`config.mk`:
```
export PLATFORM = sky130hd
export DESIGN_NAME = adaptive_lowpass_setpoint_shaper_top_flat
export DESIGN_NICKNAME = d
export VERILOG_FILES = /design/src/rtl/alss_pkg.sv /design/src/rtl/alss_in_if.sv /design/src/rtl/alss_out_if.sv /design/src/rtl/alss_mul.sv /design/src/rtl/alss_div.sv /design/src/rtl/alss_sqrt.sv /design/src/rtl/adaptive_lowpass_setpoint_shaper_top.sv /design/src/flat_wrapper.sv
export SDC_FILE = /design/constraint.sdc
export NUM_CORES = 2
export LEC_CHECK = 0
export BUFFER_PORTS_ARGS = -buffer_cell sky130_fd_sc_hd__buf_2
export CAP_MARGIN = 15
export CORE_UTILIZATION = 40
export DETAILED_ROUTE_END_ITERATION = 12
export SLEW_MARGIN = 20
export SYNTH_ARGS = -nofsm -noshare
export SYNTH_HDL_FRONTEND = slang
export SYNTH_SLANG_ARGS = --single-unit
```
`constraint.sdc`:
```
create_clock -name i_clk -period 34.1 [get_ports i_clk]
set_input_delay 5.115 -clock i_clk [delete_from_list [all_inputs] [get_ports i_clk]]
set_output_delay 5.115 -clock i_clk [all_outputs]
set_load 0.02 [all_outputs]
```
`src/rtl/alss_pkg.sv`:
```
// alss_pkg: shared types and constants of the adaptive low-pass setpoint shaper
// no dependencies; compiled first

package alss_pkg;

    localparam int REG_W      = 24;
    localparam int CFG_IDX_W  = 3;
    localparam int DT_W       = 17;
    localparam int ALPHA_BITS = 16;
    localparam int TAU_NUM_W  = 48;
    localparam int TAU_DEN_W  = 25;

    localparam logic [DT_W-1:0] DT_MIN_US = 17'd1000;
    localparam logic [DT_W-1:0] DT_MAX_US = 17'd100000;

    localparam logic [REG_W-1:0] RST_SNAP_TOL = 24'd1311;
    localparam logic [REG_W-1:0] RST_NEAR_ERR = 24'd32768;
    localparam logic [REG_W-1:0] RST_FAR_ERR  = 24'd131072;
    localparam logic [REG_W-1:0] RST_MIN_TAU  = 24'd0;
    localparam logic [REG_W-1:0] RST_NEAR_TAU = 24'd700000;
    localparam logic [REG_W-1:0] RST_FAR_TAU  = 24'd1300000;

    typedef enum logic [CFG_IDX_W-1:0] {
        CFG_SNAP_TOL = 3'd0,
        CFG_NEAR_ERR = 3'd1,
        CFG_FAR_ERR  = 3'd2,
        CFG_MIN_TAU  = 3'd3,
        CFG_NEAR_TAU = 3'd4,
        CFG_FAR_TAU  = 3'd5
    } t_cfg_idx;

endpackage

```
`src/rtl/alss_in_if.sv`:
```
// alss_in_if: input beat channel of the setpoint shaper
// depends on alss_pkg for the elapsed time width

interface alss_in_if #(
    parameter int COORD_WIDTH = 32
);
    logic                           valid;
    logic                           ready;
    logic                           operation;
    logic signed [COORD_WIDTH-1:0]  target_x;
    logic signed [COORD_WIDTH-1:0]  target_y;
    logic signed [COORD_WIDTH-1:0]  target_z;
    logic [alss_pkg::REG_W-1:0]     elapsed_us;

    modport source (output valid, operation, target_x, target_y, target_z, elapsed_us,
                    input ready);
    modport sink (input valid, operation, target_x, target_y, target_z, elapsed_us,
                  output ready);
endinterface

```
`src/rtl/alss_out_if.sv`:
```
// alss_out_if: result beat channel of the setpoint shaper
// depends on alss_pkg for the tau width

interface alss_out_if #(
    parameter int COORD_WIDTH = 32
);
    logic                           valid;
    logic                           ready;
    logic signed [COORD_WIDTH-1:0]  setpoint_x;
    logic signed [COORD_WIDTH-1:0]  setpoint_y;
    logic signed [COORD_WIDTH-1:0]  setpoint_z;
    logic                           tau_reselected;
    logic [alss_pkg::REG_W-1:0]     current_tau_us;

    modport source (output valid, setpoint_x, setpoint_y, setpoint_z, tau_reselected,
                    current_tau_us, input ready);
    modport sink (input valid, setpoint_x, setpoint_y, setpoint_z, tau_reselected,
                  current_tau_us, output ready);
endinterface

```
`src/rtl/alss_mul.sv`:
```
// alss_mul: shift-add serial multiplier, one multiplier bit per cycle
// stops early once the remaining multiplier bits are zero; no dependencies

module alss_mul #(
    parameter int PW = 66,
    parameter int BW = 33
) (
    input  logic          i_clk,
    input  logic          i_rst_n,
    input  logic          i_start,
    input  logic [PW-1:0] i_a,
    input  logic [BW-1:0] i_b,
    output logic          o_done,
    output logic [PW-1:0] o_p
);
    logic [PW-1:0] r_a;
    logic [BW-1:0] r_b;
    logic [PW-1:0] r_p;
    logic          r_busy;
    logic          r_done;

    always_ff @(posedge i_clk) begin
        if (!i_rst_n) begin
            r_busy <= 1'b0;
            r_done <= 1'b0;
        end else begin
            r_done <= 1'b0;
            if (i_start) begin
                r_a    <= i_a;
                r_b    <= i_b;
                r_p    <= '0;
                r_busy <= 1'b1;
            end else if (r_busy) begin
                if (r_b == '0) begin
                    r_busy <= 1'b0;
                    r_done <= 1'b1;
                end else begin
                    if (r_b[0]) begin
                        r_p <= r_p + r_a;
                    end
                    r_a <= {r_a[PW-2:0], 1'b0};
                    r_b <= {1'b0, r_b[BW-1:1]};
                end
            end
        end
    end

    assign o_done = r_done;
    assign o_p    = r_p;
endmodule

```
`src/rtl/alss_div.sv`:
```
// alss_div: restoring divider, one quotient bit per cycle
// no dependencies

module alss_div #(
    parameter int NW = 48,
    parameter int DW = 25
) (
    input  logic          i_clk,
    input  logic          i_rst_n,
    input  logic          i_start,
    input  logic [NW-1:0] i_num,
    input  logic [DW-1:0] i_den,
    output logic          o_done,
    output logic [NW-1:0] o_q
);
    localparam int CW = $clog2(NW + 1);

    logic [NW-1:0] r_num;
    logic [DW-1:0] r_den;
    logic [DW-1:0] r_rem;
    logic [CW-1:0] r_cnt;
    logic          r_busy;
    logic          r_done;
    logic [DW:0]   w_trial;
    logic          w_fit;

    assign w_trial = {r_rem, r_num[NW-1]};
    assign w_fit   = w_trial >= {1'b0, r_den};

    always_ff @(posedge i_clk) begin
        if (!i_rst_n) begin
            r_busy <= 1'b0;
            r_done <= 1'b0;
        end else begin
            r_done <= 1'b0;
            if (i_start) begin
                r_num  <= i_num;
                r_den  <= i_den;
                r_rem  <= '0;
                r_cnt  <= CW'(NW);
                r_busy <= 1'b1;
            end else if (r_busy) begin
                r_rem <= w_fit ? DW'(w_trial - {1'b0, r_den}) : DW'(w_trial);
                r_num <= {r_num[NW-2:0], w_fit};
                r_cnt <= r_cnt - CW'(1);
                if (r_cnt == CW'(1)) begin
                    r_busy <= 1'b0;
                    r_done <= 1'b1;
                end
            end
        end
    end

    assign o_done = r_done;
    assign o_q    = r_num;
endmodule

```
`src/rtl/alss_sqrt.sv`:
```
// alss_sqrt: integer square root, one result bit (two radicand bits) per cycle
// no dependencies

module alss_sqrt #(
    parameter int PW = 66
) (
    input  logic            i_clk,
    input  logic            i_rst_n,
    input  logic            i_start,
    input  logic [PW-1:0]   i_rad,
    output logic            o_done,
    output logic [PW/2-1:0] o_root
);
    localparam int HW = PW / 2;
    localparam int CW = $clog2(HW + 1);

    logic [PW-1:0] r_rad;
    logic [HW+1:0] r_rem;
    logic [HW-1:0] r_root;
    logic [CW-1:0] r_cnt;
    logic          r_busy;
    logic          r_done;
    logic [HW+3:0] w_rem2;
    logic [HW+3:0] w_trial;
    logic          w_fit;

    assign w_rem2  = {r_rem, r_rad[PW-1:PW-2]};
    assign w_trial = {2'b00, r_root, 2'b01};
    assign w_fit   = w_rem2 >= w_trial;

    always_ff @(posedge i_clk) begin
        if (!i_rst_n) begin
            r_busy <= 1'b0;
            r_done <= 1'b0;
        end else begin
            r_done <= 1'b0;
            if (i_start) begin
                r_rad  <= i_rad;
                r_rem  <= '0;
                r_root <= '0;
                r_cnt  <= CW'(HW);
                r_busy <= 1'b1;
            end else if (r_busy) begin
                r_rem  <= w_fit ? (HW+2)'(w_rem2 - w_trial) : (HW+2)'(w_rem2);
                r_root <= {r_root[HW-2:0], w_fit};
                r_rad  <= {r_rad[PW-3:0], 2'b00};
                r_cnt  <= r_cnt - CW'(1);
                if (r_cnt == CW'(1)) begin
                    r_busy <= 1'b0;
                    r_done <= 1'b1;
                end
            end
        end
    end

    assign o_done = r_done;
    assign o_root = r_root;
endmodule

```
`src/rtl/adaptive_lowpass_setpoint_shaper_top.sv`:
```
// adaptive_lowpass_setpoint_shaper_top: sequencer, state and registers of the shaper
// depends on alss_pkg, alss_in_if, alss_out_if, alss_mul, alss_div, alss_sqrt

// One beat in, one beat out. A jump beat, or the first beat after reset, goes
// straight to the output step. A shaping beat runs its arithmetic one bit per
// cycle through a shared shift-add multiplier (up to eight products), a 48-step
// restoring divider (up to two quotients) and a square root that is used only
// when the target moved. A new beat is taken while the previous result still
// waits at the output.

module adaptive_lowpass_setpoint_shaper_top #(
    parameter int COORD_WIDTH = 32
) (
    input  logic                          i_clk,
    input  logic                          i_rst_n,
    input  logic                          i_cfg_we,
    input  logic [alss_pkg::CFG_IDX_W-1:0] i_cfg_idx,
    input  logic [alss_pkg::REG_W-1:0]    i_cfg_data,
    alss_in_if.sink                       i_item,
    alss_out_if.source                    o_res
);
    import alss_pkg::*;

    localparam int W  = COORD_WIDTH;
    localparam int PW = (2 * W + 2 > 50) ? 2 * W + 2 : 50;
    localparam int HW = PW / 2;
    localparam int BW = (W + 1 > TAU_DEN_W) ? W + 1 : TAU_DEN_W;

    typedef enum logic [13:0] {
        S_IDLE = 14'b00000000000001,
        S_CHK  = 14'b00000000000010,
        S_JSQX = 14'b00000000000100,
        S_JSQY = 14'b00000000001000,
        S_ROOT = 14'b00000000010000,
        S_TMUL = 14'b00000000100000,
        S_TDIV = 14'b00000001000000,
        S_SQX  = 14'b00000010000000,
        S_SQY  = 14'b00000100000000,
        S_SNSQ = 14'b00001000000000,
        S_ADIV = 14'b00010000000000,
        S_STX  = 14'b00100000000000,
        S_STY  = 14'b01000000000000,
        S_DONE = 14'b10000000000000
    } t_state;

    t_state           r_state;
    logic [REG_W-1:0] r_snap_tol, r_near_err, r_far_err, r_min_tau, r_near_tau, r_far_tau;
    logic [W-1:0]     r_tx, r_ty, r_tz, r_sx, r_sy, r_sz, r_lx, r_ly, r_lz;
    logic [DT_W-1:0]  r_dt;
    logic [REG_W-1:0] r_tau, r_base, r_den;
    logic             r_neg, r_primed, r_resel;
    logic [PW-1:0]    r_sum;
    logic [ALPHA_BITS-1:0] r_alpha;
    logic             r_ovalid, r_oresel;
    logic [W-1:0]     r_ox, r_oy, r_oz;
    logic [REG_W-1:0] r_otau;

    logic w_acc;
    logic [W:0] w_dxl, w_dyl, w_dxs, w_dys, w_mxl, w_myl, w_mxs, w_mys;
    logic w_changed;
    logic [DT_W-1:0] w_dt;

    logic mul_start, mul_done, div_start, div_done, sq_start, sq_done;
    logic [PW-1:0] mul_a, mul_p, sq_rad;
    logic [BW-1:0] mul_b;
    logic [TAU_NUM_W-1:0] div_num, div_q;
    logic [TAU_DEN_W-1:0] div_den;
    logic [HW-1:0] sq_root;

    logic [HW+31:0]   w_root_w;
    logic [31:0]      w_d, w_over_raw;
    logic [REG_W-1:0] w_fe2, w_span, w_over, w_m, w_tau_direct, w_tau_q;
    logic             w_le, w_direct, w_snap, w_step_neg;
    logic [REG_W:0]   w_diff, w_dmag;
    logic signed [PW:0] w_sp, w_sh;

    assign w_acc        = i_item.valid && i_item.ready;
    assign i_item.ready = (r_state == S_IDLE);

    always_comb begin
        if (i_item.elapsed_us < REG_W'(DT_MIN_US)) begin
            w_dt = DT_MIN_US;
        end else if (i_item.elapsed_us > REG_W'(DT_MAX_US)) begin
            w_dt = DT_MAX_US;
        end else begin
            w_dt = DT_W'(i_item.elapsed_us);
        end
    end

    assign w_dxl = {r_tx[W-1], r_tx} - {r_lx[W-1], r_lx};
    assign w_dyl = {r_ty[W-1], r_ty} - {r_ly[W-1], r_ly};
    assign w_dxs = {r_tx[W-1], r_tx} - {r_sx[W-1], r_sx};
    assign w_dys = {r_ty[W-1], r_ty} - {r_sy[W-1], r_sy};
    assign w_mxl = w_dxl[W] ? -w_dxl : w_dxl;
    assign w_myl = w_dyl[W] ? -w_dyl : w_dyl;
    assign w_mxs = w_dxs[W] ? -w_dxs : w_dxs;
    assign w_mys = w_dys[W] ? -w_dys : w_dys;
    assign w_changed = (r_tx != r_lx) || (r_ty != r_ly) || (r_tz != r_lz);

    // tau selection from the jump distance
    assign w_root_w   = (HW+32)'(sq_root);
    assign w_d        = (w_root_w > (HW+32)'(32'hFFFF_FFFF)) ? 32'hFFFF_FFFF : w_root_w[31:0];
    assign w_fe2      = (r_far_err < r_near_err) ? r_near_err : r_far_err;
    assign w_le       = w_d <= {8'd0, r_near_err};
    assign w_span     = w_fe2 - r_near_err;
    assign w_over_raw = w_d - {8'd0, r_near_err};
    assign w_over     = (w_over_raw > {8'd0, w_span}) ? w_span : w_over_raw[REG_W-1:0];
    assign w_direct   = w_le ? (r_near_err == '0) : (w_span == '0);
    assign w_tau_direct = w_le ? r_near_tau : r_far_tau;
    assign w_diff     = w_le ? ({1'b0, r_near_tau} - {1'b0, r_min_tau})
                             : ({1'b0, r_far_tau} - {1'b0, r_near_tau});
    assign w_dmag     = w_diff[REG_W] ? -w_diff : w_diff;
    assign w_m        = w_le ? w_d[REG_W-1:0] : w_over;
    assign w_tau_q    = div_q[REG_W-1:0];

    assign w_snap     = (r_sum <= mul_p) || (r_tau == '0);

    // floor of alpha times delta over 2^16, toward minus infinity
    assign w_step_neg = (r_state == S_STX) ? w_dxs[W] : w_dys[W];
    assign w_sp       = w_step_neg ? -$signed({1'b0, mul_p}) : $signed({1'b0, mul_p});
    assign w_sh       = w_sp >>> ALPHA_BITS;

    always_comb begin
        mul_start = 1'b0;
        mul_a     = '0;
        mul_b     = '0;
        div_start = 1'b0;
        div_num   = '0;
        div_den   = '0;
        sq_start  = 1'b0;
        sq_rad    = '0;
        case (r_state)
            S_CHK: begin
                mul_start = 1'b1;
                mul_a     = w_changed ? PW'(w_mxl) : PW'(w_mxs);
                mul_b     = w_changed ? BW'(w_mxl) : BW'(w_mxs);
            end
            S_JSQX: begin
                mul_start = mul_done;
                mul_a     = PW'(w_myl);
                mul_b     = BW'(w_myl);
            end
            S_JSQY: begin
                sq_start = mul_done;
                sq_rad   = r_sum + mul_p;
            end
            S_ROOT: begin
                mul_start = sq_done;
                mul_a     = w_direct ? PW'(w_mxs) : PW'(w_m);
                mul_b     = w_direct ? BW'(w_mxs) : BW'(w_dmag);
            end
            S_TMUL: begin
                div_start = mul_done;
                div_num   = mul_p[TAU_NUM_W-1:0];
                div_den   = TAU_DEN_W'(r_den);
            end
            S_TDIV: begin
                mul_start = div_done;
                mul_a     = PW'(w_mxs);
                mul_b     = BW'(w_mxs);
            end
            S_SQX: begin
                mul_start = mul_done;
                mul_a     = PW'(w_mys);
                mul_b     = BW'(w_mys);
            end
            S_SQY: begin
                mul_start = mul_done;
                mul_a     = PW'(r_snap_tol);
                mul_b     = BW'(r_snap_tol);
            end
            S_SNSQ: begin
                div_start = mul_done && !w_snap;
                div_num   = TAU_NUM_W'({r_dt, {ALPHA_BITS{1'b0}}});
                div_den   = TAU_DEN_W'(r_tau) + TAU_DEN_W'(r_dt);
            end
            S_ADIV: begin
                mul_start = div_done;
                mul_a     = PW'(w_mxs);
                mul_b     = BW'(div_q[ALPHA_BITS-1:0]);
            end
            S_STX: begin
                mul_start = mul_done;
                mul_a     = PW'(w_mys);
                mul_b     = BW'(r_alpha);
            end
            default: begin
            end
        endcase
    end

    always_ff @(posedge i_clk) begin
        if (!i_rst_n) begin
            r_state    <= S_IDLE;
            r_primed   <= 1'b0;
            r_tau      <= '0;
            r_resel    <= 1'b0;
            r_ovalid   <= 1'b0;
            r_snap_tol <= RST_SNAP_TOL;
            r_near_err <= RST_NEAR_ERR;
            r_far_err  <= RST_FAR_ERR;
            r_min_tau  <= RST_MIN_TAU;
            r_near_tau <= RST_NEAR_TAU;
            r_far_tau  <= RST_FAR_TAU;
        end else begin
            if (i_cfg_we) begin
                case (i_cfg_idx)
                    CFG_SNAP_TOL: r_snap_tol <= i_cfg_data;
                    CFG_NEAR_ERR: r_near_err <= i_cfg_data;
                    CFG_FAR_ERR:  r_far_err  <= i_cfg_data;
                    CFG_MIN_TAU:  r_min_tau  <= i_cfg_data;
                    CFG_NEAR_TAU: r_near_tau <= i_cfg_data;
                    CFG_FAR_TAU:  r_far_tau  <= i_cfg_data;
                    default: begin
                    end
                endcase
            end
            if (r_ovalid && o_res.ready && r_state != S_DONE) begin
                r_ovalid <= 1'b0;
            end
            case (r_state)
                S_IDLE: begin
                    if (w_acc) begin
                        r_tx    <= i_item.target_x;
                        r_ty    <= i_item.target_y;
                        r_tz    <= i_item.target_z;
                        r_dt    <= w_dt;
                        r_sz    <= i_item.target_z;
                        r_resel <= 1'b0;
                        if (i_item.operation || !r_primed) begin
                            r_sx     <= i_item.target_x;
                            r_sy     <= i_item.target_y;
                            r_lx     <= i_item.target_x;
                            r_ly     <= i_item.target_y;
                            r_lz     <= i_item.target_z;
                            r_primed <= 1'b1;
                            r_state  <= S_DONE;
                        end else begin
                            r_state <= S_CHK;
                        end
                    end
                end
                S_CHK: begin
                    r_state <= w_changed ? S_JSQX : S_SQX;
                end
                S_JSQX: begin
                    if (mul_done) begin
                        r_sum   <= mul_p;
                        r_state <= S_JSQY;
                    end
                end
                S_JSQY: begin
                    if (mul_done) begin
                        r_state <= S_ROOT;
                    end
                end
                S_ROOT: begin
                    if (sq_done) begin
                        r_lx    <= r_tx;
                        r_ly    <= r_ty;
                        r_lz    <= r_tz;
                        r_resel <= 1'b1;
                        r_base  <= w_le ? r_min_tau : r_near_tau;
                        r_neg   <= w_diff[REG_W];
                        r_den   <= w_le ? r_near_err : w_span;
                        if (w_direct) begin
                            r_tau   <= w_tau_direct;
                            r_state <= S_SQX;
                        end else begin
                            r_state <= S_TMUL;
                        end
                    end
                end
                S_TMUL: begin
                    if (mul_done) begin
                        r_state <= S_TDIV;
                    end
                end
                S_TDIV: begin
                    if (div_done) begin
                        r_tau   <= r_neg ? r_base - w_tau_q : r_base + w_tau_q;
                        r_state <= S_SQX;
                    end
                end
                S_SQX: begin
                    if (mul_done) begin
                        r_sum   <= mul_p;
                        r_state <= S_SQY;
                    end
                end
                S_SQY: begin
                    if (mul_done) begin
                        r_sum   <= r_sum + mul_p;
                        r_state <= S_SNSQ;
                    end
                end
                S_SNSQ: begin
                    if (mul_done) begin
                        if (w_snap) begin
                            r_sx    <= r_tx;
                            r_sy    <= r_ty;
                            r_state <= S_DONE;
                        end else begin
                            r_state <= S_ADIV;
                        end
                    end
                end
                S_ADIV: begin
                    if (div_done) begin
                        r_alpha <= div_q[ALPHA_BITS-1:0];
                        r_state <= S_STX;
                    end
                end
                S_STX: begin
                    if (mul_done) begin
                        r_sx    <= r_sx + w_sh[W-1:0];
                        r_state <= S_STY;
                    end
                end
                S_STY: begin
                    if (mul_done) begin
                        r_sy    <= r_sy + w_sh[W-1:0];
                        r_state <= S_DONE;
                    end
                end
                S_DONE: begin
                    if (!r_ovalid || o_res.ready) begin
                        r_ox     <= r_sx;
                        r_oy     <= r_sy;
                        r_oz     <= r_sz;
                        r_oresel <= r_resel;
                        r_otau   <= r_tau;
                        r_ovalid <= 1'b1;
                        r_state  <= S_IDLE;
                    end
                end
                default: begin
                    r_state <= S_IDLE;
                end
            endcase
        end
    end

    alss_mul #(.PW(PW), .BW(BW)) u_mul (
        .i_clk   (i_clk),
        .i_rst_n (i_rst_n),
        .i_start (mul_start),
        .i_a     (mul_a),
        .i_b     (mul_b),
        .o_done  (mul_done),
        .o_p     (mul_p)
    );

    alss_div #(.NW(TAU_NUM_W), .DW(TAU_DEN_W)) u_div (
        .i_clk   (i_clk),
        .i_rst_n (i_rst_n),
        .i_start (div_start),
        .i_num   (div_num),
        .i_den   (div_den),
        .o_done  (div_done),
        .o_q     (div_q)
    );

    alss_sqrt #(.PW(PW)) u_sqrt (
        .i_clk   (i_clk),
        .i_rst_n (i_rst_n),
        .i_start (sq_start),
        .i_rad   (sq_rad),
        .o_done  (sq_done),
        .o_root  (sq_root)
    );

    assign o_res.valid          = r_ovalid;
    assign o_res.setpoint_x     = r_ox;
    assign o_res.setpoint_y     = r_oy;
    assign o_res.setpoint_z     = r_oz;
    assign o_res.tau_reselected = r_oresel;
    assign o_res.current_tau_us = r_otau;

    a_jump_direct: assert property (@(posedge i_clk) disable iff (!i_rst_n)
        (w_acc && (i_item.operation || !r_primed)) |=> (r_state == S_DONE))
        else $error("jump beat did not go straight to output");

    a_primed_after_beat: assert property (@(posedge i_clk) disable iff (!i_rst_n)
        w_acc |=> r_primed)
        else $error("not primed after an accepted beat");

    a_mul_done_in_mul_state: assert property (@(posedge i_clk) disable iff (!i_rst_n)
        mul_done |-> (r_state == S_JSQX || r_state == S_JSQY || r_state == S_TMUL ||
                      r_state == S_SQX || r_state == S_SQY || r_state == S_SNSQ ||
                      r_state == S_STX || r_state == S_STY))
        else $error("multiplier finished outside a multiply step");

    a_out_from_done: assert property (@(posedge i_clk) disable iff (!i_rst_n)
        $rose(r_ovalid) |-> $past(r_state == S_DONE))
        else $error("result beat raised outside the output step");
endmodule
```
`src/flat_wrapper.sv`:
```
// flat-port wrapper written by rule: the top's interface ports become plain ports
module adaptive_lowpass_setpoint_shaper_top_flat import alss_pkg::*;
#(
    parameter int COORD_WIDTH = 32
)
  (i_clk, i_rst_n, i_cfg_we, i_cfg_idx, i_cfg_data, i_item_valid, i_item_operation, i_item_target_x, i_item_target_y, i_item_target_z, i_item_elapsed_us, i_item_ready, o_res_valid, o_res_setpoint_x, o_res_setpoint_y, o_res_setpoint_z, o_res_tau_reselected, o_res_current_tau_us, o_res_ready);
  alss_in_if #(.COORD_WIDTH(COORD_WIDTH)) i_item_i ();
  alss_out_if #(.COORD_WIDTH(COORD_WIDTH)) o_res_i ();
  input  logic i_clk;
  input  logic i_rst_n;
  input  logic i_cfg_we;
  input  logic [alss_pkg::CFG_IDX_W-1:0] i_cfg_idx;
  input  logic [alss_pkg::REG_W-1:0] i_cfg_data;
  input wire logic [$bits(i_item_i.valid)-1:0] i_item_valid;
  input wire logic [$bits(i_item_i.operation)-1:0] i_item_operation;
  input wire logic [$bits(i_item_i.target_x)-1:0] i_item_target_x;
  input wire logic [$bits(i_item_i.target_y)-1:0] i_item_target_y;
  input wire logic [$bits(i_item_i.target_z)-1:0] i_item_target_z;
  input wire logic [$bits(i_item_i.elapsed_us)-1:0] i_item_elapsed_us;
  output wire logic [$bits(i_item_i.ready)-1:0] i_item_ready;
  output wire logic [$bits(o_res_i.valid)-1:0] o_res_valid;
  output wire logic [$bits(o_res_i.setpoint_x)-1:0] o_res_setpoint_x;
  output wire logic [$bits(o_res_i.setpoint_y)-1:0] o_res_setpoint_y;
  output wire logic [$bits(o_res_i.setpoint_z)-1:0] o_res_setpoint_z;
  output wire logic [$bits(o_res_i.tau_reselected)-1:0] o_res_tau_reselected;
  output wire logic [$bits(o_res_i.current_tau_us)-1:0] o_res_current_tau_us;
  input wire logic [$bits(o_res_i.ready)-1:0] o_res_ready;
  assign i_item_i.valid = i_item_valid;
  assign i_item_i.operation = i_item_operation;
  assign i_item_i.target_x = i_item_target_x;
  assign i_item_i.target_y = i_item_target_y;
  assign i_item_i.target_z = i_item_target_z;
  assign i_item_i.elapsed_us = i_item_elapsed_us;
  assign i_item_ready = i_item_i.ready;
  assign o_res_valid = o_res_i.valid;
  assign o_res_setpoint_x = o_res_i.setpoint_x;
  assign o_res_setpoint_y = o_res_i.setpoint_y;
  assign o_res_setpoint_z = o_res_i.setpoint_z;
  assign o_res_tau_reselected = o_res_i.tau_reselected;
  assign o_res_current_tau_us = o_res_i.current_tau_us;
  assign o_res_i.ready = o_res_ready;
  adaptive_lowpass_setpoint_shaper_top #(.COORD_WIDTH(COORD_WIDTH)) u_core (.i_clk(i_clk), .i_rst_n(i_rst_n), .i_cfg_we(i_cfg_we), .i_cfg_idx(i_cfg_idx), .i_cfg_data(i_cfg_data), .i_item(i_item_i), .o_res(o_res_i));
endmodule
```
Yosys cells after proc, flatten, opt, wreduce, memory -nomap -nowiden:

Index checks and enable logic that the tools add are counted.

* register bits: 1125
* input port bits: 153
* output and inout bits: 123
* logic and storage cells: 299

* add/sub/neg operators: 25
* magnitude comparators: 9
* equality and inequality tests: 43
* muxes and demuxes: 113
* bitwise logic cells: 4
* reduce and logical (&&, ||, !) cells: 57

Operator list (count)
* $mux 66: 11
* $mux 32: 16
* $mux 33: 12
* $pmux 66 s6: 1
* $pmux 33 s8: 1
* $mux 24: 10
* $mux 14: 15
* $pmux 14 s14: 1
* $pmux 32 s2: 3
* $pmux 32 s3: 2
* $mux 48: 3
* $add 66x66->66: 2
* $neg 33->33: 4
* $pmux 66 s2: 1
* $sub 32x32->33: 4
* $mux 25: 4
* $ne 32x32->1: 3
* $pmux 48 s2: 1
* $logic_not 24->1: 3
* $mux 35: 2
* $le 66x66->1: 1
* $add 32x32->32: 2
* $pmux 25 s2: 1
* $sub 24x24->25: 2
* other kinds (62): 146

Longest topological paths before layout:

* word-level depth: 9
* gate-level depth with buffers: 33

Cells and area by module:

A second synthesis with hierarchy kept.

* cell total of the unflattened synthesis: 9165
* area total of the unflattened synthesis: 84243.3 µm²

By module, submodules not included
* adaptive_lowpass_setpoint_shaper_top: times used 1, cells each 7065, area each 59899.9 µm², sequential area each 19468.7 µm²
* alss_mul: times used 1, cells each 945, area each 10538.9 µm², sequential area each 4994.8 µm²
* alss_sqrt: times used 1, cells each 660, area each 7891.3 µm², sequential area each 4244.1 µm²
* alss_div: times used 1, cells each 495, area each 5913.2 µm², sequential area each 3163.0 µm²

Worst setup path before layout:

Ideal clock, no wire load.

* path kind: input -> register
* start point: input i_rst_n
* end point: register u_core.r_otau[0] (netlist: u_core.o_res.current_tau_us[0]) (enable)
* arrival: 14.603 ns
* required time: 33.326 ns
* slack: 18.723 ns
* stages: 4
* buffers on the path: 2
* cells stage by stage: clkbuf_1 clkinv_1 clkbuf_1 nor3b_1

* word-level cells in the longest chain between the ends: 1

RTL lines
* from (decl): line flat_wrapper.sv:10 `input logic i_rst_n;`
* $reduce_and 3->1 (no line)
* to (signal assigned): line adaptive_lowpass_setpoint_shaper_top.sv:332 `r_otau <= r_tau;`
* to (decl): line adaptive_lowpass_setpoint_shaper_top.sv:56 `logic [REG_W-1:0] r_otau;`

No other way between the ends.
A chain may end at the register's enable or synchronous reset.

Worst setup path after layout:

* start point: register u_core.r_near_err[11]
* end point: register u_core.u_mul.r_a[17], data pin

* word-level cells in the longest chain between the ends: 9
* elaborated cells between the ends (all ways): 14

RTL lines
* from (decl): line adaptive_lowpass_setpoint_shaper_top.sv:47 `logic [REG_W-1:0] r_snap_tol, r_near_err, r_far_err, r_min_tau, r_near_tau, r_far_tau;`
* from (signal assigned): line adaptive_lowpass_setpoint_shaper_top.sv:209 `CFG_NEAR_ERR: r_near_err <= i_cfg_data;`
* $lt 24x24->1: line adaptive_lowpass_setpoint_shaper_top.sv:103 `assign w_fe2 = (r_far_err < r_near_err) ? r_near_err : r_far_err;`
* $mux 24: line adaptive_lowpass_setpoint_shaper_top.sv:103
* $sub 24x24->24: line adaptive_lowpass_setpoint_shaper_top.sv:105 `assign w_span = w_fe2 - r_near_err;`
* $gt 32x24->1: line adaptive_lowpass_setpoint_shaper_top.sv:107 `assign w_over = (w_over_raw > {8'd0, w_span}) ? w_span : w_over_raw[REG_W-1:0];`
* $mux 24: line adaptive_lowpass_setpoint_shaper_top.sv:107
* $mux 24: line adaptive_lowpass_setpoint_shaper_top.sv:113 `assign w_m = w_le ? w_d[REG_W-1:0] : w_over;`
* $mux 33 (*): line adaptive_lowpass_setpoint_shaper_top.sv:149 `mul_a = w_direct ? PW'(w_mxs) : PW'(w_m);`
* $pmux 66 s6 (*): line adaptive_lowpass_setpoint_shaper_top.sv:132 `case (r_state)`
* $mux 66 (*): line alss_mul.sv:28 `if (i_start) begin`
* to (signal assigned): line alss_mul.sv:29 `r_a <= i_a;`
* to (signal assigned): line alss_mul.sv:41 `r_a <= {r_a[PW-2:0], 1'b0};`
* to (decl): line alss_mul.sv:16 `logic [PW-1:0] r_a;`

Every way passes the cells marked *; elsewhere a longest branch is shown, timed or not.

==> results by group <==
Clocking
  – Reg clk slew, reported paths: 60 ps
  – Hold_buf cts: 0
  – Sinks on Clock Net: 1,125
  – Root buf cell: clkbuf_16
  – H-tree depth: 4
  – CTS max path bufs: 3
  – CTS tree: built
  – Resized cells post-CTS: 0
  – Skew-Pair Late Insertion Delay: 820 ps
  – Post-CTS Setup Bufs: 0
  – CTS Buf Count: 137

Routing
  – Avg WL per Cell: 26.76 µm
  – Residual DRC: 2
  – DR pass1 iterations: 12
  – Via count: 74,450
  – Antenna-violating nets left: 0
  – Initial DRC count: 9,131
  – Routed WL: 328,800 µm
  – Drt via density: 6.058

STA
  – Final period utilization: 0.2617
  – Unrepaired setup endpoints after global routing: no
  – Fin Setup TNS: 0 ps
  – Slew @ Worst Pin: 1300 ps
  – Final Hold Viols: 0
  – Skew final: 40.35 ps
  – Final setup violation count: 0
  – WHS: 451.0 ps
  – Min Tclk post-route: 8925 ps
  – Max Freq: 0.1120 GHz
  – Max-slew headroom: 0.1287
  – Fin. max-slew vios: 0

Logic synthesis
  – Post-synthesis cell type count: 93
  – Top cells by area, synth: edfxtp_1 34%, ha_1 9.7%, nand2_1 6.1%
  – Mapped Area: 82,240 µm²
  – Multiplexer area fraction after synthesis: 0.01175
  – XOR/XNOR share of the synthesized area: 0.06812
  – Number of enable flip-flop cells after synthesis: 934
  – Most frequent cell after synthesis: nand2_1
  – Syn Inst Count: 9,350
  – Register area share after synthesis: 0.3876
  – Synth Area in Compound Gates: 0.2053
  – Simple-Gate Fraction of Synth Area: 0.1850
  – Yosys top cell by area: edfxtp_1
  – Synth async-reset ratio: 0
  – Share of the synthesized area in the top cell type: 0.3411
  – Adder-cell share of the synthesized area: 0.1004
  – Ys Warns: 0
  – Top FF cell, synth: edfxtp_1
  – Synth top cells by count: 1,346 x nand2_1, 934 x edfxtp_1, 740 x a21oi_1
  – Largest family of logic cells by synthesized area: compound AO/OA/AOI/OAI gates
  – Mean Syn Cell Area: 8.795 µm²
  – Flops & latches, synth: 1,125
  – Syn nets: 10,150

Global route
  – GRT overflow: 0
  – Initial antenna violation count: 16
  – Largest net degree at the start of global routing: 115
  – First-pass GRT wire length: 472,800 µm
  – Vias in the first global route: 69,240
  – Total track usage: 0.3061

Placed design
  – IO buf count: 275
  – Dpl hpwl: 255,500 µm
  – Routability Congestion: 1.019
  – Placed cells: 12,030

Finish
  – Layout net count: 10,290
  – Fraction of layout cells with a size suffix above 1: 0.07773
  – Synth-to-Final Area Change: 10.81%
  – Non-Filler Instances: 12,290

Die
  – Die Footprint: 207,400 µm²
  – # IOs: 276
  – Initial Utilization: 0.4024
  – DIE WIDTH: 455.4 µm
  – Core Area: 204,400 µm²
  – Chip height: 455.4 µm
  – Site Rows: 166

Power and ir drop
  – Peak supply drop: 0.05491 mV
  – Power per standard cell area: 58.92 nW/µm²
  – Final Power: 5370 µW
  – Leakage power: 0.03580 µW

Worst setup path
  – Crit end category: flip-flop
  – CP peak stage delay: 850 ps
  – Arrival @ worst endpoint: 9620 ps
  – Critical-path top delay cell: a2111oi_0
  – Critical path fanouts, max: 46
  – Critical path class: flip-flop to flip-flop
  – WP data required: 34,790 ps
  – CP Launch Type: flip-flop

Job
  – Max_cap viols: 0

Run status
  – Run status: complete, but fails checks
  – Failing checks: DRC

Hold path
  – Tightest Hold Check Type: flip-flop to flip-flop
critical path, delay by kind of cell, from the launching register on:
family                   cells  cell delay (ps)
flip-flops                   1              380
AND/OR/NAND/NOR              8             1490
AO/OA/AOI/OAI               15             4800
adder cells (fa/ha/maj)      4             1070
multiplexers                 1              200
buffers and inverters        3              510
XOR/XNOR                     1              300
path summary, 6_finish.rpt:
path	slack, ps	depth (start not counted)	from	to
min reg2reg	450	1	u_core.r_primed$_SDFFE_PN0P_	u_core.r_primed$_SDFFE_PN0P_
min	450	1	u_core.r_primed$_SDFFE_PN0P_	u_core.r_primed$_SDFFE_PN0P_
max reg2reg	25170	32	u_core.r_near_err[11]$_SDFFE_PN0P_	u_core.u_mul.r_a[17]$_DFFE_PP_
max	25170	32	u_core.r_near_err[11]$_SDFFE_PN0P_	u_core.u_mul.r_a[17]$_DFFE_PP_
layer usage:
layer,vias to the layer above,GRT usage,part of all wire
met5,-,0,0.00011
met4,4,0.1536,0.058
met3,581,0.04034,0.079
met2,3220,0.4596,0.43
met1,36250,0.4303,0.44
li1,34400,-,-
state kept, by name, summed over array words and instances (netlist names), 25 cells and up:
signal	flops
u_core.o_res.setpoint_x	32
u_core.o_res.setpoint_y	32
u_core.o_res.setpoint_z	32
u_core.r_lx	32
u_core.r_ly	32
u_core.r_lz	32
u_core.r_sum	66
u_core.r_sx	32
u_core.r_sy	32
u_core.r_tx	32
u_core.r_ty	32
u_core.r_tz	32
u_core.u_div.o_q	48
u_core.u_div.r_den	25
u_core.u_div.r_rem	25
u_core.u_mul.o_p	66
u_core.u_mul.r_a	66
u_core.u_mul.r_b	33
u_core.u_sqrt.o_root	33
u_core.u_sqrt.r_rad	66
u_core.u_sqrt.r_rem	35
where the power goes:
group | leakage (µW) | internal, µW | switching, µW
registers | 0.0100 | 1600 | 69.5
logic | 0.0236 | 672 | 1520
clock network | 0.00220 | 865 | 650
per-stage QoR:
step | worst slack (ps) | area [µm²] | util
after global placement | 25260 | 86550 | 0.4235
after floorplan | 18720 | 82240 | -
final | 25170 | 91130 | 0.4459
after CTS | 25230 | 91090 | 0.4457
after detailed placement | 25170 | 86550 | 0.4235
after global routing | 24540 | 91120 | 0.4458
layout by cell type (no fill, tap or decap), types with 87 or more instances in the layout:
master     instances
a21oi_1          737
nand2_1         1345
buf_2            275
inv_1            536
o21a_1            87
o21ai_0          658
buf_4             93
xor2_1           248
a21o_1           206
ha_1             636
xnor2_1          389
edfxtp_1         934
nor2_1           728
nand4_1          102
dfxtp_1          191
a211oi_1          92
and3_1           108
o211ai_1          89
clkbuf_16        139
nor3_1           191
nand3_1          178
nand2b_1         104
nor2b_1           96
nor4_1            94
layout make-up:
class | instances | area (µm²)
Multi-Input combinational cell | 7311 | 47220
Inverter | 539 | 2026
Timing Repair Buffer | 369 | 2095
Clock inverter | 88 | 923.4
Antenna cell | 4 | 10.01
Tap cell | 2688 | 3363
Clock buffer | 165 | 3616
Fill cell | 19970 | 113200
Sequential cell | 1125 | 31870
cells by family (layout without fill, tap and decap cells):
kind of cell / Yosys count / in the layout
buffers and inverters: 914 / 1161
other: 0 / 4
and+or+nand+nor: 3283 / 3283
adders and majority gates: 651 / 651
xor gates and xnor gates: 638 / 638
AOI/OAI and AO/OA: 2644 / 2644
DFF: 1125 / 1125
muxes: 95 / 95
Power figures use the tool's default switching activity.
